[src/hw/rtl/mbss_pkg.sv]
// Shared types and constants for the masked byte signature scanner.
package mbss_pkg;

  // Register file geometry: 64-bit registers at byte address 8*i.
  localparam int unsigned AddrBits   = 6;
  localparam int unsigned DataBits   = 64;
  localparam int unsigned IndexBits  = 3;
  localparam int unsigned SigBytes   = 16;
  localparam int unsigned LenBits    = 5;
  localparam int unsigned LimitBits  = 8;
  localparam int unsigned OutOffBits = 32;

  // Register indexes.
  typedef enum logic [IndexBits-1:0] {
    REG_PATTERN_LOW  = 3'd0,
    REG_PATTERN_HIGH = 3'd1,
    REG_PATTERN_MASK = 3'd2,
    REG_PATTERN_LEN  = 3'd3,
    REG_HIT_LIMIT    = 3'd4,
    REG_ENABLE       = 3'd5
  } reg_idx_t;

  // Reset values of the configuration.
  localparam logic [LenBits-1:0]   LenReset   = 5'd1;
  localparam logic [LimitBits-1:0] LimitReset = 8'd255;

  // Configuration as seen by the scan logic.
  typedef struct packed {
    logic [63:0]           pattern_low;
    logic [63:0]           pattern_high;
    logic [SigBytes-1:0]   pattern_mask;
    logic [LenBits-1:0]    pattern_length;
    logic [LimitBits-1:0]  hit_limit;
    logic                  pattern_enable;
  } cfg_t;

endpackage

[src/hw/rtl/masked_byte_signature_scanner_top.sv]
// Top level of the masked byte signature scanner.
//
//   Port group      Direction  Handshake             Payload
//   in request      in         in_valid / in_stall   data_byte, buffer_end
//   out request     out        out_valid / out_stall match_offset, hit_number,
//                                                    limit_reached
//   configuration   in         APB psel/penable      paddr, pwdata, prdata
//
// One byte per cycle is taken while in_stall is low; a hit is presented once its byte has
// passed the input register and then the result register.
// The scan of one byte is a single pass of parallel compares between the two.
// Reset clears the control state, offset and hit count; the window is not cleared.
// A stalled result holds the result register and, once the input register is
// also full, in_stall rises.
module masked_byte_signature_scanner_top #(
  parameter int unsigned MAX_PATTERN_BYTES = 16,
  parameter int unsigned OFFSET_BITS       = 32
) (
  input  logic                          clk,
  input  logic                          rst,
  input  logic                          in_valid,
  output logic                          in_stall,
  input  logic [7:0]                    data_byte,
  input  logic                          buffer_end,
  output logic                          out_valid,
  input  logic                          out_stall,
  output logic [31:0]                   match_offset,
  output logic [7:0]                    hit_number,
  output logic                          limit_reached,
  input  logic                          psel,
  input  logic                          penable,
  input  logic                          pwrite,
  input  logic [mbss_pkg::AddrBits-1:0] paddr,
  input  logic [mbss_pkg::DataBits-1:0] pwdata,
  output logic [mbss_pkg::DataBits-1:0] prdata,
  output logic                          pready
);
  import mbss_pkg::*;

  cfg_t                               cfg;
  logic                               s_valid;
  logic [7:0]                         s_data;
  logic                               s_last;
  logic                               advance;
  logic [MAX_PATTERN_BYTES-1:0][7:0]  window;
  logic [MAX_PATTERN_BYTES-1:0][7:0]  window_next;
  logic [OFFSET_BITS-1:0]             byte_offset;
  logic [OFFSET_BITS-1:0]             offset_plus;
  logic [OFFSET_BITS-1:0]             start_offset;
  logic [OFFSET_BITS+31:0]            start_ext;
  logic [LimitBits-1:0]               hit_count;
  logic [LimitBits-1:0]               count_next;
  logic [LimitBits-1:0]               limit_eff;
  logic                               counted;
  logic                               enough_bytes;
  logic                               pattern_hit;
  logic                               hit_fire;

  mbss_regs u_regs (
    .clk     (clk),
    .rst     (rst),
    .psel    (psel),
    .penable (penable),
    .pwrite  (pwrite),
    .paddr   (paddr),
    .pwdata  (pwdata),
    .prdata  (prdata),
    .pready  (pready),
    .cfg     (cfg)
  );

  // The input register moves on whenever the result register can take a request.
  assign advance  = s_valid && (!out_valid || !out_stall);
  assign in_stall = s_valid && !advance;

  always_ff @(posedge clk) begin
    if (rst) begin
      s_valid <= 1'b0;
    end else if (!in_stall) begin
      s_valid <= in_valid;
    end
  end

  always_ff @(posedge clk) begin
    if (in_valid && !in_stall) begin
      s_data <= data_byte;
      s_last <= buffer_end;
    end
  end

  // Window with the staged byte shifted in at entry 0.
  assign window_next = {window[MAX_PATTERN_BYTES-2:0], s_data};

  mbss_match #(
    .MAX_PATTERN_BYTES (MAX_PATTERN_BYTES)
  ) u_match (
    .window      (window_next),
    .cfg         (cfg),
    .pattern_hit (pattern_hit)
  );

  // Offset, limit and enable qualification of the compare.
  assign counted      = byte_offset != '1;
  assign offset_plus  = byte_offset + OFFSET_BITS'(1);
  assign enough_bytes = offset_plus >= OFFSET_BITS'(cfg.pattern_length);
  assign start_offset = offset_plus - OFFSET_BITS'(cfg.pattern_length);
  assign start_ext    = {32'd0, start_offset};
  assign limit_eff    = (cfg.hit_limit == '0) ? LimitBits'(1) : cfg.hit_limit;
  assign count_next   = hit_count + LimitBits'(1);
  assign hit_fire     = counted && cfg.pattern_enable && enough_bytes &&
                        (hit_count < limit_eff) && pattern_hit;

  // Per-buffer state, cleared after the byte that ends the buffer.
  always_ff @(posedge clk) begin
    if (rst) begin
      byte_offset <= '0;
      hit_count   <= '0;
    end else if (advance) begin
      if (s_last) begin
        byte_offset <= '0;
        hit_count   <= '0;
      end else begin
        if (counted) begin
          byte_offset <= offset_plus;
        end
        if (hit_fire) begin
          hit_count <= count_next;
        end
      end
    end
  end

  always_ff @(posedge clk) begin
    if (advance) begin
      window <= window_next;
    end
  end

  // Result register.
  always_ff @(posedge clk) begin
    if (rst) begin
      out_valid <= 1'b0;
    end else if (advance) begin
      out_valid <= hit_fire;
    end else if (!out_stall) begin
      out_valid <= 1'b0;
    end
  end

  always_ff @(posedge clk) begin
    if (advance && hit_fire) begin
      match_offset  <= start_ext[31:0];
      hit_number    <= count_next;
      limit_reached <= count_next >= limit_eff;
    end
  end

  // Checks on the scan control.
  a_stall_cause: assert property (@(posedge clk) disable iff (rst)
    in_stall |-> s_valid && out_valid && out_stall)
    else $error("input stalled without a blocked result");

  a_count_tracks: assert property (@(posedge clk) disable iff (rst)
    advance && hit_fire && !s_last |=> hit_count == hit_number)
    else $error("hit count differs from reported hit number");

  a_disabled_quiet: assert property (@(posedge clk) disable iff (rst)
    advance && !cfg.pattern_enable |=> !out_valid)
    else $error("hit reported while scanning is disabled");

  a_last_clears: assert property (@(posedge clk) disable iff (rst)
    advance && s_last |=> byte_offset == '0 && hit_count == '0)
    else $error("buffer state not cleared after buffer end");

endmodule

[src/hw/rtl/mbss_regs.sv]
// APB configuration register file of the signature scanner.
module mbss_regs (
  input  logic                          clk,
  input  logic                          rst,
  input  logic                          psel,
  input  logic                          penable,
  input  logic                          pwrite,
  input  logic [mbss_pkg::AddrBits-1:0] paddr,
  input  logic [mbss_pkg::DataBits-1:0] pwdata,
  output logic [mbss_pkg::DataBits-1:0] prdata,
  output logic                          pready,
  output mbss_pkg::cfg_t                cfg
);
  import mbss_pkg::*;

  logic                 wr_en;
  logic [IndexBits-1:0] reg_idx;

  assign pready  = 1'b1;
  assign wr_en   = psel && penable && pwrite;
  assign reg_idx = paddr[AddrBits-1:AddrBits-IndexBits];

  // Register writes; addresses beyond the list are ignored.
  always_ff @(posedge clk) begin
    if (rst) begin
      cfg.pattern_low    <= '0;
      cfg.pattern_high   <= '0;
      cfg.pattern_mask   <= '0;
      cfg.pattern_length <= LenReset;
      cfg.hit_limit      <= LimitReset;
      cfg.pattern_enable <= 1'b0;
    end else if (wr_en) begin
      unique case (reg_idx)
        REG_PATTERN_LOW:  cfg.pattern_low    <= pwdata;
        REG_PATTERN_HIGH: cfg.pattern_high   <= pwdata;
        REG_PATTERN_MASK: cfg.pattern_mask   <= pwdata[SigBytes-1:0];
        REG_PATTERN_LEN:  cfg.pattern_length <= pwdata[LenBits-1:0];
        REG_HIT_LIMIT:    cfg.hit_limit      <= pwdata[LimitBits-1:0];
        REG_ENABLE:       cfg.pattern_enable <= pwdata[0];
        default: ;
      endcase
    end
  end

  // Read back the addressed register.
  always_comb begin
    unique case (reg_idx)
      REG_PATTERN_LOW:  prdata = cfg.pattern_low;
      REG_PATTERN_HIGH: prdata = cfg.pattern_high;
      REG_PATTERN_MASK: prdata = DataBits'(cfg.pattern_mask);
      REG_PATTERN_LEN:  prdata = DataBits'(cfg.pattern_length);
      REG_HIT_LIMIT:    prdata = DataBits'(cfg.hit_limit);
      REG_ENABLE:       prdata = DataBits'(cfg.pattern_enable);
      default:          prdata = '0;
    endcase
  end

endmodule

[src/hw/rtl/mbss_match.sv]
// Parallel masked compare of the byte window against the signature.
module mbss_match #(
  parameter int unsigned MAX_PATTERN_BYTES = 16
) (
  input  logic [MAX_PATTERN_BYTES-1:0][7:0] window,
  input  mbss_pkg::cfg_t                    cfg,
  output logic                              pattern_hit
);
  import mbss_pkg::*;

  localparam int unsigned IdxBits = $clog2(MAX_PATTERN_BYTES);

  logic [2*64-1:0]              pattern;
  logic [MAX_PATTERN_BYTES-1:0] in_len;
  logic [MAX_PATTERN_BYTES-1:0] byte_ok;
  logic                         len_valid;
  logic                         mask_any;

  assign pattern = {cfg.pattern_high, cfg.pattern_low};

  // Signature byte i lines up with window entry length-1-i (entry 0 newest).
  for (genvar i = 0; i < MAX_PATTERN_BYTES; i++) begin : g_byte
    logic [LenBits-1:0] pos;
    assign pos        = cfg.pattern_length - LenBits'(1) - LenBits'(i);
    assign in_len[i]  = LenBits'(i) < cfg.pattern_length;
    assign byte_ok[i] = !(in_len[i] && cfg.pattern_mask[i]) ||
                        (window[pos[IdxBits-1:0]] == pattern[i*8 +: 8]);
  end

  // A usable pattern needs a legal length and at least one fixed byte.
  assign len_valid = (cfg.pattern_length != '0) &&
                     (cfg.pattern_length <= LenBits'(MAX_PATTERN_BYTES));
  assign mask_any  = |(cfg.pattern_mask[MAX_PATTERN_BYTES-1:0] & in_len);

  assign pattern_hit = len_valid && mask_any && (&byte_ok);

endmodule
[config.mk]
export PLATFORM = sky130hd
export DESIGN_NAME = masked_byte_signature_scanner_top
export DESIGN_NICKNAME = d
export VERILOG_FILES = /design/src/hw/rtl/mbss_pkg.sv /design/src/hw/rtl/masked_byte_signature_scanner_top.sv /design/src/hw/rtl/mbss_regs.sv /design/src/hw/rtl/mbss_match.sv
export SDC_FILE = /design/constraint.sdc
export NUM_CORES = 1
export LEC_CHECK = 0
export BUFFER_PORTS_ARGS = -buffer_cell sky130_fd_sc_hd__buf_2
export CAP_MARGIN = 20
export CELL_PAD_IN_SITES_DETAIL_PLACEMENT = 2
export CELL_PAD_IN_SITES_GLOBAL_PLACEMENT = 2
export CORE_MARGIN = 2
export CORE_UTILIZATION = 42
export DETAILED_ROUTE_END_ITERATION = 6
export HOLD_SLACK_MARGIN = 0.02
export PLACE_DENSITY_LB_ADDON = 0.2
export SLEW_MARGIN = 25
export SYNTH_ARGS = -nofsm -noshare
export SYNTH_HDL_FRONTEND = slang
export SYNTH_HIERARCHICAL = 1
export SYNTH_SLANG_ARGS = --single-unit
[constraint.sdc]
create_clock -name clk -period 21.6 [get_ports clk]
set_input_delay 4.32 -clock clk [delete_from_list [all_inputs] [get_ports clk]]
set_output_delay 4.32 -clock clk [all_outputs]
set_load 0.05 [all_outputs]
== Word-level counts from Yosys, hierarchy flattened ==
Cells that the tools add are included.
Storage, ports and cells
  bits in registers: 370
  logic and storage cells: 230
Cells by class
  add/subtract/negate cells: 19
  $lt $le $gt $ge: 36
  eq/ne operators: 23
  multiplexer cells: 40
  bitwise gates (word level): 1
  reductions and logical operators: 81
Operators with widths (count)
  $bmux 8 s4: 16
  $pmux 64 s6: 1
  $mux 8: 19
  $eq 8x8->1: 16
  $lt 4x5->1 const B: 16
  $mux 32: 2
  $lt 4x5->1 const A: 8
  $add 32x1->32 const B: 1
  $ge 32x5->1: 1
  $ne 32x32->1 const B: 1
  $sub 32x5->32: 1
  $sub 4x4->4 const B: 8
  $logic_and 1x1->1: 29
  $logic_not 1->1: 20
  $lt 3x5->1 const A: 4
  $logic_or 1x1->1: 17
  $and 16x16->16: 1
  $reduce_and 16->1: 1
  $reduce_and 2->1: 8
  $reduce_or 16->1: 1
  $sub 4x3->4 const B: 4
  $lt 1x5->1 const A: 2
  $lt 2x5->1 const A: 2
  $add 8x1->8 const B: 1
  14 further kinds: 20

== Logic depth before layout (Yosys ltp) ==
  depth in word-level cells: 11
  mapped depth: 26

== By module ==
Netlist, hierarchy kept.
By module, submodules not included
  masked_byte_signature_scanner_top: times used 1, cells an instance 712, area each 9077.5 sq um, seq. area each 5945.7 sq um
  mbss_match: times used 1, cells an instance 1120, area each 8859.7 sq um, seq. area each 0.0 sq um
  mbss_regs: times used 1, cells an instance 849, area each 7200.7 sq um, seq. area each 3163.0 sq um

== Worst setup path before layout ==
OpenSTA, ideal clock, no wires.
  path kind: input to register
  from: input port out_stall
  to: register hit_number[0] (enable)
  setup time: 0.439 ns
  arrival: 10.039 ns
  path slack: 11.122 ns
  stages: 6
  buffers on the path: 0
  cells stage by stage: nand2_1 > and2_1 > o21ai_0 > nor3_1 > nand2_1 > nor2_1
On the way
  longest elaborated chain between the ends: 4
RTL lines
  start: declaration: line masked_byte_signature_scanner_top.sv:26  | input logic out_stall,
  $logic_not 1->1
  $logic_or 1x1->1: line masked_byte_signature_scanner_top.sv:73  | assign advance = s_valid && (!out_valid || !out_stall);
  $logic_and 1x1->1: line masked_byte_signature_scanner_top.sv:73
  net advance: line masked_byte_signature_scanner_top.sv:44  | logic advance;
  $logic_and 1x1->1: line masked_byte_signature_scanner_top.sv:151  | if (advance && hit_fire) begin
  end signal: assignment: line masked_byte_signature_scanner_top.sv:153  | hit_number <= count_next;
  end: declaration: line masked_byte_signature_scanner_top.sv:28  | output logic [7:0] hit_number,
The timed path passes the listed nets, and every way through them passes these cells.
A chain may end at the register's enable or synchronous reset.

== Worst setup path in the final report ==
  from: input port paddr[3] (netlist bit)
  to: output port prdata[16] (netlist bit)
On the way
  longest elaborated chain between the ends: 2
RTL lines
  start: declaration: line masked_byte_signature_scanner_top.sv:33  | input logic [mbss_pkg::AddrBits-1:0] paddr,
  $eq 3x3->1, or another cell as far along: line mbss_regs.sv:47  | unique case (reg_idx)
  $pmux 64 s6 (*): line mbss_regs.sv:47
  end: declaration: line masked_byte_signature_scanner_top.sv:35  | output logic [mbss_pkg::DataBits-1:0] prdata,
Every way passes the cells marked *; elsewhere a longest branch is shown, timed or not.

==> impl_metrics.env <==
export IMPL_grt_max_degree=129
export IMPL_synth_seq_area_share=0.362
export IMPL_final_setup_tns_ps=0
export IMPL_hold_buffers=0
export IMPL_drive_above_1_share=0.154
export IMPL_antenna_found_initial=1
export IMPL_worstReg2RegStart="u_regs/cfg[10]$_SDFFE_PP0P_"
export IMPL_hold_viol=0
export IMPL_rsz0062_at_grt="false"
export IMPL_dp_hpwl_um=75400
export IMPL_dieArea_um2=61800
export IMPL_synth_mux_area_frac=0.189
export IMPL_fmax_mhz=88.4
export IMPL_cp_data_required_time_ps=17280
export IMPL_critPathKind="input port to output pin"
export IMPL_synth_xor_area_frac=0.0802
export IMPL_run_status="complete, but fails checks"
export IMPL_drv_slew=0
export IMPL_cap_viol_max_count=0
export IMPL_io_buffers=189
export IMPL_clock_sinks=370
export IMPL_synth_cell_types=95
export IMPL_final_fill_count=6302
export IMPL_max_slew_margin=0.301
export IMPL_initial_core_util=0.425
export IMPL_grt_ovfl_total=0
export IMPL_yosys_most_used_dff="dfxtp_1"
export IMPL_cts_tree="yes"
export IMPL_start_kind="input port"
export IMPL_power_leakage_nw=11.1
export IMPL_routabilityCongestion=0.993
export IMPL_h_tree_depth=2
export IMPL_die_h_um=249
export IMPL_drtAntennaViolNets=0
export IMPL_clkTransAtPathRegs_ps=60
export IMPL_hold_path_class="flip-flop to flip-flop"
export IMPL_cp_max_fo=67
export IMPL_period_share=0.524
export IMPL_cts_buffers=46
export IMPL_seqCellArea_um2=9110
export IMPL_syn_avg_cell_area_um2=9.38
export IMPL_cts_resized=0
export IMPL_synth_most_common_cell="mux2i_1"
export IMPL_synth_seq_cells=370
export IMPL_synth_async_sr_flop_share=0
export IMPL_syn_nets=2794
export IMPL_rr_endpoint="match_offset[27]$_DFFE_PP_"
export IMPL_r2r_slack_ps=13100
export IMPL_finalWirelength_um=105000
export IMPL_clock_skew_ps=36.5
export IMPL_startpoint="paddr[3]"
export IMPL_setup_viol=0
export IMPL_first_iter_violations=1802
export IMPL_insertion_delay_ps=600
export IMPL_synth_area_um2=25100
export IMPL_grtUsageTotal=0.329
export IMPL_synth_top_family_by_area="multiplexers"
export IMPL_synth_compound_area_frac=0.161
export IMPL_std_cell_rows=89
export IMPL_cts_setup_buffers=0
export IMPL_grt_pass1_wl_um=157000
export IMPL_cp_data_arrival_time_ps=6990
export IMPL_worstMarginPinSlew_ps=1050
export IMPL_wl_per_cell_um=29.5
export IMPL_synthToLayoutAreaGrowth_pct=10.5
export IMPL_nNetsFinal=2847
export IMPL_drt_drc_violations_left=5
export IMPL_grt_pass1_vias=24100
export IMPL_crit_path_end="prdata[16]"
export IMPL_num_vias=22700
export IMPL_synth_edf_count=170
export IMPL_failed_checks="design-rule violations"
export IMPL_clock_root_buffer="clkbuf_16"
export IMPL_yosysTopAreaCell="edfxtp_1"
export IMPL_ys_warn_count=6
export IMPL_synthAdderAreaFrac=0.0137
export IMPL_synthTopCellsByCount="mux2i_1, a21oi_1, o21ai_0"
export IMPL_synth_top_area_share=0.203
export IMPL_dr_pass1_iters=7
export IMPL_min_period_ps=11310
export IMPL_cts_buffer_depth=3
export IMPL_io_pins=194
export IMPL_worstSetupEndpointType="output pin"
export IMPL_fin_area_um2=27800
export IMPL_viasPerCell=6.39
export IMPL_antenna_cells=0
export IMPL_rr_worst_depth=18
export IMPL_pwr_density_cell_nw_per_um2=59.7
export IMPL_core_area_um2=59100
export IMPL_die_w_um=249
export IMPL_synthSimpleGateAreaFrac=0.145
export IMPL_synth_cells=2681
export IMPL_placement_cell_area_um2=26300
export IMPL_synth_area_leaders="edfxtp_1, dfxtp_1, mux2i_1, xnor2_1, a21oi_1"
export IMPL_vdd_ir_drop_worst_mv=0.0490
export IMPL_multiInputGateArea_um2=14900
worst max-delay path, stage by stage:
cell	delay, ps
buf_2	600
nand2b_4	620
nor2_4	230
buf_4	520
a22o_1	310
buf_2	290
how the worst min path moves through the flow:
stage                         startpoint               endpoint  slack [ps]  cells past startpoint
floorplan           window[95]$_DFFE_PP_  window[103]$_DFFE_PP_         440                      0
global placement    window[82]$_DFFE_PP_   window[90]$_DFFE_PP_         450                      0
detailed placement  window[95]$_DFFE_PP_  window[103]$_DFFE_PP_         460                      0
CTS                 window[95]$_DFFE_PP_  window[103]$_DFFE_PP_         480                      0
global route        window[71]$_DFFE_PP_   window[79]$_DFFE_PP_         490                      0
finish              window[95]$_DFFE_PP_  window[103]$_DFFE_PP_         470                      0
per-stage QoR:
| stage | util | instances | total power [W] | setup WS, ps | hold WS [ps] |
|---|---|---|---|---|---|
| after floorplan | - | 2681 | 0.000855 | 11120 | 443 |
| after global placement | 0.444 | 3458 | 0.000900 | 10360 | 450 |
| after detailed placement | 0.445 | 3459 | 0.000905 | 10350 | 464 |
| after CTS | 0.469 | 3544 | 0.00167 | 10350 | 478 |
| after global routing | 0.470 | 3544 | 0.00170 | 10200 | 494 |
| final | 0.470 | 3544 | 0.00166 | 10290 | 471 |
logic make-up after synthesis:
kind of cell             after synthesis
AND/OR/NAND/NOR                      696
flip-flops                           370
XOR/XNOR                             223
adder cells (fa/ha/maj)               27
AO/OA/AOI/OAI                        677
buffers and inverters                241
other                                  1
multiplexers                         446
area by class of cell:
class,count,share of cell area
Clock buffer,61,0.0468
Clock inverter,24,0.00581
Inverter,28,0.00378
Multi-Input combinational cell,2070,0.538
Sequential cell,370,0.328
Tap cell,773,0.0348
Timing Repair Buffer,218,0.0424
placed cells by master (no fill, tap or decap), types with 47 or more instances in the layout:
| cell | n |
|---|---|
| buf_2 | 188 |
| xor2_1 | 77 |
| nor3_1 | 91 |
| nand3_1 | 168 |
| o21ai_0 | 211 |
| dfxtp_1 | 198 |
| a21oi_1 | 242 |
| mux2i_1 | 355 |
| xnor2_1 | 136 |
| clkbuf_16 | 47 |
| edfxtp_1 | 170 |
| nor2_1 | 139 |
| mux2_2 | 73 |
| a22o_1 | 53 |
| nand2_1 | 88 |
sequential cells by signal, summed over array words and instances (netlist names):
name and cells:
byte_offset 32, hit_count 8, hit_number 8, limit_reached 1, match_offset 32, out_valid 1
s_data 8, s_last 1, s_valid 1, u_regs/cfg 158, window 120
power by group:
part           switching [W]  internal [W]
logic               0.000104     0.0000480
registers         0.00000650      0.000736
clock network       0.000328      0.000435
total               0.000438       0.00122
per-layer routing:
layer | part of all wire | global-route usage | vias to the layer above
li1 | - | - | 10100
met2 | 0.50 | 0.577 | 651
met3 | 0.050 | 0.0495 | 174
met1 | 0.41 | 0.404 | 11700
met5 | 0.00012 | 0 | -
met4 | 0.042 | 0.134 | 2
Note: power is estimated with default switching activity, not from simulation.
